--- config.mk ---
export PLATFORM = sky130hd
export DESIGN_NAME = varint_frame_deframer
export DESIGN_NICKNAME = d
export VERILOG_FILES = /design/src/rtl/vfd_pkg.sv /design/src/rtl/vfd_parse.sv /design/src/rtl/vfd_obuf.sv /design/src/rtl/varint_frame_deframer.sv
export SDC_FILE = /design/constraint.sdc
export NUM_CORES = 1
export LEC_CHECK = 0
export ABC_AREA = 0
export BUFFER_PORTS_ARGS = -buffer_cell sky130_fd_sc_hd__buf_4
export CORE_MARGIN = 1
export CORE_UTILIZATION = 54
export DETAILED_ROUTE_END_ITERATION = 8
export GPL_TIMING_DRIVEN = 0
export PLACE_DENSITY = 0.85
export RECOVER_POWER = 100
export SETUP_SLACK_MARGIN = 0.05
export SLEW_MARGIN = 5
export SYNTH_ARGS = -nofsm -noshare
export SYNTH_HDL_FRONTEND = slang
export SYNTH_SLANG_ARGS = --single-unit
--- constraint.sdc ---
create_clock -name i_clk -period 6.76 [get_ports i_clk]
set_input_delay 0.338 -clock i_clk [delete_from_list [all_inputs] [get_ports i_clk]]
set_output_delay 0.338 -clock i_clk [all_outputs]
set_load 0.03 [all_outputs]
--- src/rtl/vfd_pkg.sv ---
// Shared types and constants for the varint frame deframer.
`default_nettype none

package vfd_pkg;

    localparam int unsigned MaxVarintBytes = 5;
    localparam int unsigned SeenW          = 3;
    localparam int unsigned ShiftW         = 6;
    localparam logic [7:0]  PreambleByte   = 8'h00;

    typedef enum logic [1:0] {
        PH_HUNT    = 2'd0,
        PH_LEN     = 2'd1,
        PH_TYPE    = 2'd2,
        PH_PAYLOAD = 2'd3
    } t_phase;

    typedef enum logic [1:0] {
        KIND_PAYLOAD = 2'd0,
        KIND_EMPTY   = 2'd1,
        KIND_ERROR   = 2'd2
    } t_kind;

    typedef struct packed {
        t_kind       kind;
        logic [7:0]  data_byte;
        logic [31:0] message_type;
        logic [31:0] message_length;
        logic        last;
    } t_result;

endpackage

`default_nettype wire

--- src/rtl/vfd_parse.sv ---
// Per-byte frame parser: preamble hunt, varint decode and payload tagging.
`default_nettype none

module vfd_parse #(
    parameter int unsigned MAX_VARINT_BYTES = vfd_pkg::MaxVarintBytes
) (
    input  wire logic            i_clk,
    input  wire logic            i_rst_n,
    input  wire logic            i_en,
    input  wire logic [7:0]      i_in_byte,
    output logic                 o_res_valid,
    output vfd_pkg::t_result     o_res
);
    import vfd_pkg::*;

    t_phase            r_phase, n_phase;
    logic [31:0]       r_accum, n_accum;
    logic [SeenW-1:0]  r_seen, n_seen;
    logic [31:0]       r_len, n_len;
    logic [31:0]       r_type, n_type;
    logic [31:0]       r_rem, n_rem;

    logic [ShiftW-1:0] w_shift;
    logic [31:0]       w_merged;
    logic [SeenW-1:0]  w_seen_inc;
    logic              w_done;
    logic              w_overlong;
    logic              w_fin;

    assign w_shift    = {r_seen, 3'b000} - {{(ShiftW-SeenW){1'b0}}, r_seen};
    assign w_merged   = r_accum | ({25'd0, i_in_byte[6:0]} << w_shift);
    assign w_seen_inc = r_seen + 1'b1;
    assign w_done     = !i_in_byte[7];
    assign w_overlong = i_in_byte[7] && (w_seen_inc >= SeenW'(MAX_VARINT_BYTES));
    assign w_fin      = (r_rem <= 32'd1);

    always_ff @(posedge i_clk) begin
        if (!i_rst_n) begin
            r_phase <= PH_HUNT;
            r_accum <= '0;
            r_seen  <= '0;
            r_len   <= '0;
            r_type  <= '0;
            r_rem   <= '0;
        end else if (i_en) begin
            r_phase <= n_phase;
            r_accum <= n_accum;
            r_seen  <= n_seen;
            r_len   <= n_len;
            r_type  <= n_type;
            r_rem   <= n_rem;
        end
    end

    always_comb begin
        n_phase     = r_phase;
        n_accum     = r_accum;
        n_seen      = r_seen;
        n_len       = r_len;
        n_type      = r_type;
        n_rem       = r_rem;
        o_res_valid = 1'b0;
        o_res       = '{kind: KIND_PAYLOAD, data_byte: 8'd0, message_type: 32'd0,
                        message_length: 32'd0, last: 1'b0};
        case (r_phase)
            PH_HUNT: begin
                if (i_in_byte == PreambleByte) begin
                    n_accum = '0;
                    n_seen  = '0;
                    n_phase = PH_LEN;
                end
            end
            PH_LEN, PH_TYPE: begin
                if (w_done) begin
                    n_accum = '0;
                    n_seen  = '0;
                    if (r_phase == PH_LEN) begin
                        n_len   = w_merged;
                        n_phase = PH_TYPE;
                    end else begin
                        n_type = w_merged;
                        if (r_len == 32'd0) begin
                            n_phase     = PH_HUNT;
                            o_res_valid = 1'b1;
                            o_res.kind  = KIND_EMPTY;
                            o_res.message_type = w_merged;
                            o_res.last  = 1'b1;
                        end else begin
                            n_rem   = r_len;
                            n_phase = PH_PAYLOAD;
                        end
                    end
                end else if (w_overlong) begin
                    n_accum     = '0;
                    n_seen      = '0;
                    n_phase     = PH_HUNT;
                    o_res_valid = 1'b1;
                    o_res.kind  = KIND_ERROR;
                    o_res.last  = 1'b1;
                end else begin
                    n_accum = w_merged;
                    n_seen  = w_seen_inc;
                end
            end
            PH_PAYLOAD: begin
                o_res_valid          = 1'b1;
                o_res.data_byte      = i_in_byte;
                o_res.message_type   = r_type;
                o_res.message_length = r_len;
                o_res.last           = w_fin;
                if (w_fin) begin
                    n_rem   = '0;
                    n_phase = PH_HUNT;
                end else begin
                    n_rem = r_rem - 32'd1;
                end
            end
            default: begin
                n_phase = PH_HUNT;
            end
        endcase
    end

endmodule

`default_nettype wire

--- src/rtl/vfd_obuf.sv ---
// Output result register that holds its result while i_stall is high.
`default_nettype none

module vfd_obuf (
    input  wire logic             i_clk,
    input  wire logic             i_rst_n,
    input  wire logic             i_load,
    input  wire vfd_pkg::t_result i_res,
    input  wire logic             i_stall,
    output logic                  o_valid,
    output vfd_pkg::t_result      o_res
);
    import vfd_pkg::*;

    logic    r_valid;
    t_result r_res;

    always_ff @(posedge i_clk) begin
        if (!i_rst_n) begin
            r_valid <= 1'b0;
        end else if (i_load) begin
            r_valid <= 1'b1;
        end else if (!i_stall) begin
            r_valid <= 1'b0;
        end
    end

    always_ff @(posedge i_clk) begin
        if (i_load) begin
            r_res <= i_res;
        end
    end

    assign o_valid = r_valid;
    assign o_res   = r_res;

endmodule

`default_nettype wire

--- src/rtl/varint_frame_deframer.sv ---
// Top level of the varint length-prefixed frame deframer.
//
//   Side     Handshake               Payload
//   input    i_valid / o_stall       i_in_byte
//   output   o_valid / i_stall       o_kind, o_data_byte, o_message_type,
//                                    o_message_length, o_last
//
// One byte is taken per cycle while o_stall is low; a result appears in the output
// register in the cycle after the byte that causes it is accepted.
// The output register sets the rate: o_stall is high only while it holds a
// result and i_stall is high.
// Reset is synchronous and active low and returns the parser to the preamble hunt.
`default_nettype none

module varint_frame_deframer #(
    parameter int unsigned MAX_VARINT_BYTES = vfd_pkg::MaxVarintBytes
) (
    input  wire logic        i_clk,
    input  wire logic        i_rst_n,
    input  wire logic        i_valid,
    output logic             o_stall,
    input  wire logic [7:0]  i_in_byte,
    output logic             o_valid,
    input  wire logic        i_stall,
    output logic [1:0]       o_kind,
    output logic [7:0]       o_data_byte,
    output logic [31:0]      o_message_type,
    output logic [31:0]      o_message_length,
    output logic             o_last
);
    import vfd_pkg::*;

    logic    w_accept;
    logic    w_res_valid;
    t_result w_res;
    t_result w_out;

    assign o_stall  = o_valid && i_stall;
    assign w_accept = i_valid && !o_stall;

    vfd_parse #(
        .MAX_VARINT_BYTES(MAX_VARINT_BYTES)
    ) u_parse (
        .i_clk      (i_clk),
        .i_rst_n    (i_rst_n),
        .i_en       (w_accept),
        .i_in_byte  (i_in_byte),
        .o_res_valid(w_res_valid),
        .o_res      (w_res)
    );

    vfd_obuf u_obuf (
        .i_clk  (i_clk),
        .i_rst_n(i_rst_n),
        .i_load (w_accept && w_res_valid),
        .i_res  (w_res),
        .i_stall(i_stall),
        .o_valid(o_valid),
        .o_res  (w_out)
    );

    assign o_kind           = w_out.kind;
    assign o_data_byte      = w_out.data_byte;
    assign o_message_type   = w_out.message_type;
    assign o_message_length = w_out.message_length;
    assign o_last           = w_out.last;

endmodule

`default_nettype wire

==> run_summary.xml, run 1 <==
<?xml version="1.0" encoding="UTF-8"?>
<metrics>
  <group name="status">
    <metric name="status" unit="">completed</metric>
  </group>
  <group name="sta">
    <metric name="timing.max_slew.rel_slack" unit="">0.207</metric>
    <metric name="post-route-min-period" unit="ns">4.64</metric>
    <metric name="final-setup-viol-count" unit="">0</metric>
    <metric name="final.period_utilization" unit="">0.686</metric>
    <metric name="hold_violations" unit="">0</metric>
    <metric name="timing_max_transition_violations_final" unit="">0</metric>
    <metric name="final.hold.worst_slack" unit="ns">0.109</metric>
    <metric name="fmax" unit="GHz">0.216</metric>
    <metric name="setup-tns-final" unit="ns">0</metric>
    <metric name="final.setup_skew" unit="ns">0.0144</metric>
    <metric name="worst_pin_slew" unit="ns">1.19</metric>
    <metric name="setup_repair_after_global_routing_missed_its_margin" unit="">false</metric>
  </group>
  <group name="global_routing">
    <metric name="via_count_of_the_first_global_routing_pass" unit="">8316</metric>
    <metric name="grt_pass1_wl" unit="µm">47100</metric>
    <metric name="antenna_found_initial" unit="">2</metric>
    <metric name="grt.overflow.total" unit="">0</metric>
    <metric name="grt_start_max_net_pins" unit="">24</metric>
    <metric name="globalRouteTotalUtil" unit="">0.337</metric>
  </group>
  <group name="routing">
    <metric name="ant_nets" unit="">0</metric>
    <metric name="drt-initial-drc-count" unit="">1296</metric>
    <metric name="route.detailed.vias_per_inst" unit="">6.61</metric>
    <metric name="via_count" unit="">9012</metric>
    <metric name="drt_drc_violations_left" unit="">0</metric>
    <metric name="first_pass_drt_iterations" unit="">6</metric>
    <metric name="avgRoutedWirePerCell" unit="µm">22.5</metric>
    <metric name="finalWirelength" unit="µm">30600</metric>
  </group>
  <group name="placed_design">
    <metric name="placer_congestion_estimate" unit="">0.985</metric>
    <metric name="post-place-cells" unit="">1323</metric>
    <metric name="port-buffer-count" unit="">88</metric>
    <metric name="dpl.hpwl" unit="µm">21700</metric>
  </group>
  <group name="synth">
    <metric name="synth_warn" unit="">0</metric>
    <metric name="ys_ff_latch" unit="">209</metric>
    <metric name="synth-main-ff-cell" unit="">dfxtp_1</metric>
    <metric name="syn-mean-instance-area" unit="µm²">9.50</metric>
    <metric name="synth.net_count" unit="">1028</metric>
    <metric name="mappedNetlistArea" unit="µm²">9570</metric>
    <metric name="synth_edf_count" unit="">75</metric>
    <metric name="yosysSeqAreaShare" unit="">0.516</metric>
    <metric name="ys_types" unit="">72</metric>
    <metric name="netlist_instances" unit="">1007</metric>
    <metric name="asyncSetResetFlopFracSynth" unit="">0</metric>
  </group>
  <group name="critical_path">
    <metric name="critical_path_class" unit="">register to register</metric>
    <metric name="timing.critical_path.required" unit="ns">6.88</metric>
    <metric name="timing.critical_path.arrival" unit="ns">4.75</metric>
    <metric name="reg2reg_to" unit="">u_obuf.o_res[7]</metric>
    <metric name="regToRegStartpoint" unit="">u_parse.r_seen[0]</metric>
    <metric name="timing.critical_path.to" unit="">u_obuf.o_res[7]</metric>
    <metric name="rrSetupSlack" unit="ns">2.12</metric>
    <metric name="worst-path-max-fanout" unit="">18</metric>
    <metric name="timing.critical_path.from" unit="">u_parse.r_seen[0]</metric>
    <metric name="end_kind" unit="">register</metric>
    <metric name="r2r.worst_path.cells" unit="">9</metric>
    <metric name="startpoint_type" unit="">register</metric>
  </group>
  <group name="floorplan">
    <metric name="fp.coreArea" unit="µm²">17300</metric>
    <metric name="initial_utilization" unit="">0.553</metric>
    <metric name="ioPinCount" unit="">89</metric>
    <metric name="fp-row-count" unit="">48</metric>
    <metric name="die_w" unit="µm">135</metric>
    <metric name="vertical_die_dimension" unit="µm">135</metric>
    <metric name="die-area" unit="µm²">18300</metric>
  </group>
  <group name="cts">
    <metric name="post_cts_buffers" unit="">0</metric>
    <metric name="clock_insertion_delay_worst_skew" unit="ns">0.51</metric>
    <metric name="cts-resized-gates" unit="">0</metric>
    <metric name="clock_tree.buffer_depth" unit="">3</metric>
    <metric name="cts.root.buffer_cell" unit="">clkbuf_16</metric>
    <metric name="cts-buffers-inserted" unit="">22</metric>
    <metric name="path_clk_slew" unit="ns">0.06</metric>
    <metric name="clock-sinks" unit="">209</metric>
    <metric name="hold_fix_buffers_at_cts" unit="">0</metric>
    <metric name="tritoncts_clock_tree" unit="">done</metric>
    <metric name="clock_tree.htree_level_count" unit="">1</metric>
  </group>
  <group name="final_layout">
    <metric name="instances_no_fill" unit="">1364</metric>
    <metric name="drive_above_1_share" unit="">0.0712</metric>
    <metric name="finalCoreUtilization" unit="">0.633</metric>
    <metric name="area_growth_syn_to_layout" unit="%">14.4</metric>
    <metric name="filler_cell_count" unit="">1483</metric>
    <metric name="finalNetCount" unit="">1143</metric>
  </group>
  <group name="flow_run">
    <metric name="max-cap-violations" unit="">0</metric>
  </group>
  <group name="pwr">
    <metric name="cellLeakagePower" unit="µW">0.00368</metric>
    <metric name="p_per_area" unit="nW/µm²">233</metric>
    <metric name="power.ir.vdd_worst" unit="mV">0.204</metric>
  </group>
  <group name="min_path">
    <metric name="whs_path_depth" unit="">3</metric>
    <metric name="min_path_type" unit="">input pin to register</metric>
  </group>
</metrics>
## stage by stage
| stage | total power [µW] | setup WS [ns] | area, µm² |
|---|---|---|---|
| 2_1_floorplan | 1350 | 1.66 | 9570 |
| 3_3_place_gp | 1370 | 0.121 | 10500 |
| 3_5_place_dp | 1370 | 3.19 | 10600 |
| 4_1_cts | 2550 | 3.17 | 11300 |
| 5_1_grt | 2610 | 1.75 | 10900 |
| 6_report | 2550 | 2.12 | 11000 |
## synthesized netlist by cell type, drive strengths merged (17+ instances only)
library cell / number / area [µm²]
dfxtp: 134 / 2680
a21oi: 106 / 531
nor2: 99 / 374
nand2: 84 / 315
edfxtp: 75 / 2250
clkbuf: 56 / 210
a211oi: 52 / 390
and2: 43 / 269
nor3: 41 / 233
o21ai: 38 / 190
nor4: 28 / 209
o22ai: 24 / 150
buf: 17 / 118
## power by group
part / internal, µW / leakage, µW / total, µW / switching [µW]
clock: 693 / 0.000350 / 1210 / 514
combinational: 12.3 / 0.00160 / 50.5 / 38.2
sequential: 1290 / 0.00173 / 1290 / 0.242
total: 2000 / 0.00368 / 2550 / 553
## logic make-up (layout without fill, tap and decap cells)
kind of cell,Yosys count,after routing,synth area share
AND/OR/NAND/NOR,376,376,0.203
AO/OA/AOI/OAI,299,299,0.202
flip-flops,209,209,0.516
buffers and inverters,89,220,0.0405
multiplexers,21,21,0.0241
adder cells (fa/ha/maj),9,9,0.0118
XOR/XNOR,4,4,0.00366
other,0,1,0
## area by class of cell
cell class	instances	area (µm²)	area share
Buffer	73	320	0.0292
Antenna cell	1	2.50	0.000228
Multi-Input combinational cell	709	4250	0.388
Clock inverter	15	150	0.0137
Inverter	16	60.1	0.00548
Timing Repair Buffer	91	383	0.0350
Sequential cell	209	4930	0.451
Clock buffer	25	572	0.0522
Tap cell	225	282	0.0257
## sequential cells by signal (all words and copies together), names as in the netlist
name             flops
u_obuf.o_res        75
u_parse.r_accum     32
u_parse.r_len       32
u_parse.r_rem       32
u_parse.r_type      32
u_parse.r_seen       3
u_parse.r_phase      2
u_obuf.o_valid       1
## worst min path at each step
stage                        start             endpoint  slack [ns]
2_1_floorplan   u_parse.r_accum[0]   u_parse.r_accum[0]        0.43
3_3_place_gp    u_parse.r_accum[2]   u_parse.r_accum[2]        0.44
3_5_place_dp   u_parse.r_accum[19]  u_parse.r_accum[19]        0.44
4_1_cts                    i_valid       u_obuf.o_valid        0.10
5_1_grt                    i_valid       u_obuf.o_valid        0.12
6_report                   i_valid       u_obuf.o_valid        0.11
## worst max-delay path, stage by stage, from the launching register on
cell	delay [ns]
dfxtp_1	0.33
clkbuf_1	0.35
clkinv_1	0.39
ha_1	0.42
clkbuf_1	0.42
nor3b_1	0.17
nor3_1	0.36
nor3_1	0.16
nor3_4	0.68
clkbuf_1	0.94
## per-layer routing
metal / wire [µm] / vias to the layer above / track usage
met5: 13 / - / 0
met4: 1520 / 2 / 0.165
met3: 3740 / 133 / 0.0642
met2: 13300 / 653 / 0.495
met1: 12100 / 4243 / 0.474
li1: - / 3981 / -
## layout by cell type, fill, tap and decap left out, drive strengths merged, types with 5 or more instances in the layout
cell and n:
o32ai 5, or4 7, inv 15, and2 43, nand4 5, clkinv 11
o22ai 24, nor3 41, nor2 99, a31oi 9, mux2i 14, o21ai 38
mux2 6, a211oi 52, ha 9, nand2 84, nor2b 11, dfxtp 134
nand2b 9, clkbuf 167, a41oi 10, nor4 28, edfxtp 75, and3 5
nand3 15, a21oi 106, buf 22, a22oi 16, or3 14
Power figures use the tool's default switching activity.
==> run 2, diff against run 1 <==
Clock period 6.76 ns to 4.2 ns, I/O delays scaled along.
==> run 2 against run 1 <==
- clock skew grew 0.012 ns
- maximum frequency rose by 18%
- sequential power up 61%
- highest routed layer unchanged
==> run_summary.xml, run 2 (synthesis gave the netlist of run 1 again) <==
<?xml version="1.0" encoding="UTF-8"?>
<metrics>
  <group name="cts">
    <metric name="hold_fix_buffers_at_cts" unit="">0</metric>
    <metric name="path_clk_slew" unit="ns">0.07</metric>
    <metric name="post_cts_buffers" unit="">0</metric>
    <metric name="clock_tree.htree_level_count" unit="">1</metric>
    <metric name="clock-sinks" unit="">209</metric>
    <metric name="cts.root.buffer_cell" unit="">clkbuf_16</metric>
    <metric name="cts-buffers-inserted" unit="">21</metric>
    <metric name="clock_tree.buffer_depth" unit="">3</metric>
    <metric name="cts-resized-gates" unit="">0</metric>
    <metric name="tritoncts_clock_tree" unit="">done</metric>
    <metric name="clock_insertion_delay_worst_skew" unit="ns">0.52</metric>
  </group>
  <group name="global_routing">
    <metric name="grt.overflow.total" unit="">0</metric>
    <metric name="globalRouteTotalUtil" unit="">0.335</metric>
    <metric name="grt_pass1_wl" unit="µm">46400</metric>
    <metric name="grt_start_max_net_pins" unit="">22</metric>
    <metric name="antenna_found_initial" unit="">0</metric>
    <metric name="via_count_of_the_first_global_routing_pass" unit="">8257</metric>
  </group>
  <group name="sta">
    <metric name="final.period_utilization" unit="">0.934</metric>
    <metric name="fmax" unit="GHz">0.255</metric>
    <metric name="worst_pin_slew" unit="ns">1.02</metric>
    <metric name="timing_max_transition_violations_final" unit="">0</metric>
    <metric name="timing.max_slew.rel_slack" unit="">0.314</metric>
    <metric name="hold_violations" unit="">0</metric>
    <metric name="setup_repair_after_global_routing_missed_its_margin" unit="">false</metric>
    <metric name="setup-tns-final" unit="ns">0</metric>
    <metric name="final-setup-viol-count" unit="">0</metric>
    <metric name="post-route-min-period" unit="ns">3.92</metric>
    <metric name="final.setup_skew" unit="ns">0.0262</metric>
  </group>
  <group name="floorplan">
    <metric name="fp-row-count" unit="">48</metric>
    <metric name="fp.coreArea" unit="µm²">17300</metric>
    <metric name="die-area" unit="µm²">18300</metric>
    <metric name="die_w" unit="µm">135</metric>
    <metric name="vertical_die_dimension" unit="µm">135</metric>
    <metric name="initial_utilization" unit="">0.553</metric>
    <metric name="ioPinCount" unit="">89</metric>
  </group>
  <group name="final_layout">
    <metric name="layout.cells.most_common" unit="">clkbuf_1</metric>
    <metric name="drive_above_1_share" unit="">0.0774</metric>
    <metric name="finalCoreUtilization" unit="">0.637</metric>
    <metric name="area_growth_syn_to_layout" unit="%">15.1</metric>
    <metric name="finalNetCount" unit="">1143</metric>
    <metric name="instances_no_fill" unit="">1362</metric>
    <metric name="final_cell_mix" unit="">clkbuf_1, dfxtp_1, a21oi_1</metric>
    <metric name="antenna-diode-count" unit="">0</metric>
    <metric name="filler_cell_count" unit="">1453</metric>
    <metric name="multiInputGateArea" unit="µm²">4250</metric>
    <metric name="max_reg_flops" unit="">75</metric>
    <metric name="area.sequential" unit="µm²">4930</metric>
  </group>
  <group name="routing">
    <metric name="route.detailed.vias_per_inst" unit="">6.60</metric>
    <metric name="ant_nets" unit="">0</metric>
    <metric name="first_pass_drt_iterations" unit="">5</metric>
    <metric name="via_count" unit="">8987</metric>
    <metric name="avgRoutedWirePerCell" unit="µm">22.5</metric>
    <metric name="drt_drc_violations_left" unit="">0</metric>
    <metric name="finalWirelength" unit="µm">30600</metric>
    <metric name="drt-initial-drc-count" unit="">1218</metric>
  </group>
  <group name="flow_run">
    <metric name="max-cap-violations" unit="">0</metric>
  </group>
  <group name="critical_path">
    <metric name="critical_path_class" unit="">register to register</metric>
    <metric name="end_kind" unit="">register</metric>
    <metric name="timing.critical_path.required" unit="ns">4.38</metric>
    <metric name="worst-path-max-fanout" unit="">20</metric>
    <metric name="startpoint_type" unit="">register</metric>
    <metric name="timing.critical_path.arrival" unit="ns">4.10</metric>
  </group>
  <group name="pwr">
    <metric name="cellLeakagePower" unit="µW">0.00371</metric>
    <metric name="power.ir.vdd_worst" unit="mV">0.261</metric>
    <metric name="p_per_area" unit="nW/µm²">379</metric>
  </group>
  <group name="placed_design">
    <metric name="port-buffer-count" unit="">88</metric>
    <metric name="post-place-cells" unit="">1324</metric>
    <metric name="dpl.hpwl" unit="µm">21500</metric>
    <metric name="placer_congestion_estimate" unit="">1.00</metric>
  </group>
  <group name="status">
    <metric name="status" unit="">completed</metric>
  </group>
  <group name="min_path">
    <metric name="min_path_type" unit="">input pin to register</metric>
  </group>
</metrics>
-- run 2: cell count changes in the layout (fill, tap and decap cells not counted), moves of 2 or more --
cell / previous run / this run
clkbuf_1: 144 / 138
buf_8: 0 / 3
bufinv_16: 2 / 4
buf_2: 4 / 6
and2_1: 17 / 15
and2_0: 26 / 28
-- run 2: metal layers --
| layer | track usage | part of all wire |
|---|---|---|
| met3 | 0.0724 | 0.12 |
| met4 | 0.185 | 0.055 |
| met5 | 0.0194 | 0.0016 |
| met2 | 0.486 | 0.43 |
| met1 | 0.461 | 0.39 |
-- run 2: worst max-delay path, cell delays in order (launching register included) --
cell and delay, ns:
dfxtp_1 0.43, nor4_1 0.37, nand4_1 0.33, nor4_2 0.79, buf_2 0.43, nor3_1 0.14
nor3_4 0.50, buf_8 0.24, clkbuf_4 0.34
-- run 2: per-stage QoR --
stage               worst slack, ns  hold slack (ns)  area [µm²]  total power (µW)
floorplan                     0.225            0.362        9580              2170
global placement             -0.977            0.438       10500              2200
detailed placement            0.656            0.447       10600              2200
CTS                           0.599          0.00521       11300              4170
global route                  0.189           0.0207       11000              4250
finish                        0.278          0.00409       11000              4170
-- run 2: power breakdown --
group	internal (µW)	switching, µW	leakage (µW)
Clock	1200	811	0.000357
Combinational	20.0	59.3	0.00163
Sequential	2080	0.378	0.00173
Total	3300	871	0.00371
-- run 2: final cells by class --
class	instances	area share
inverters	16	0.00545
repair buffers	92	0.0385
flip-flops and latches	209	0.448
clock inverters	14	0.0164
well taps	225	0.0256
plain buffers	73	0.0293
multi-input cells	709	0.386
clock buffers	24	0.0506
-- run 2: path summary, 6_finish.rpt --
path                           start  slack (ns)                  to  depth (start not counted)
setup / recovery   u_parse.r_len[31]        0.28    u_obuf.o_res[35]                          8
hold / removal          i_in_byte[4]       0.004    u_obuf.o_res[69]                          2
setup reg to reg   u_parse.r_len[31]        0.28    u_obuf.o_res[35]                          8
hold reg to reg   u_parse.r_accum[3]        0.45  u_parse.r_accum[3]                          2
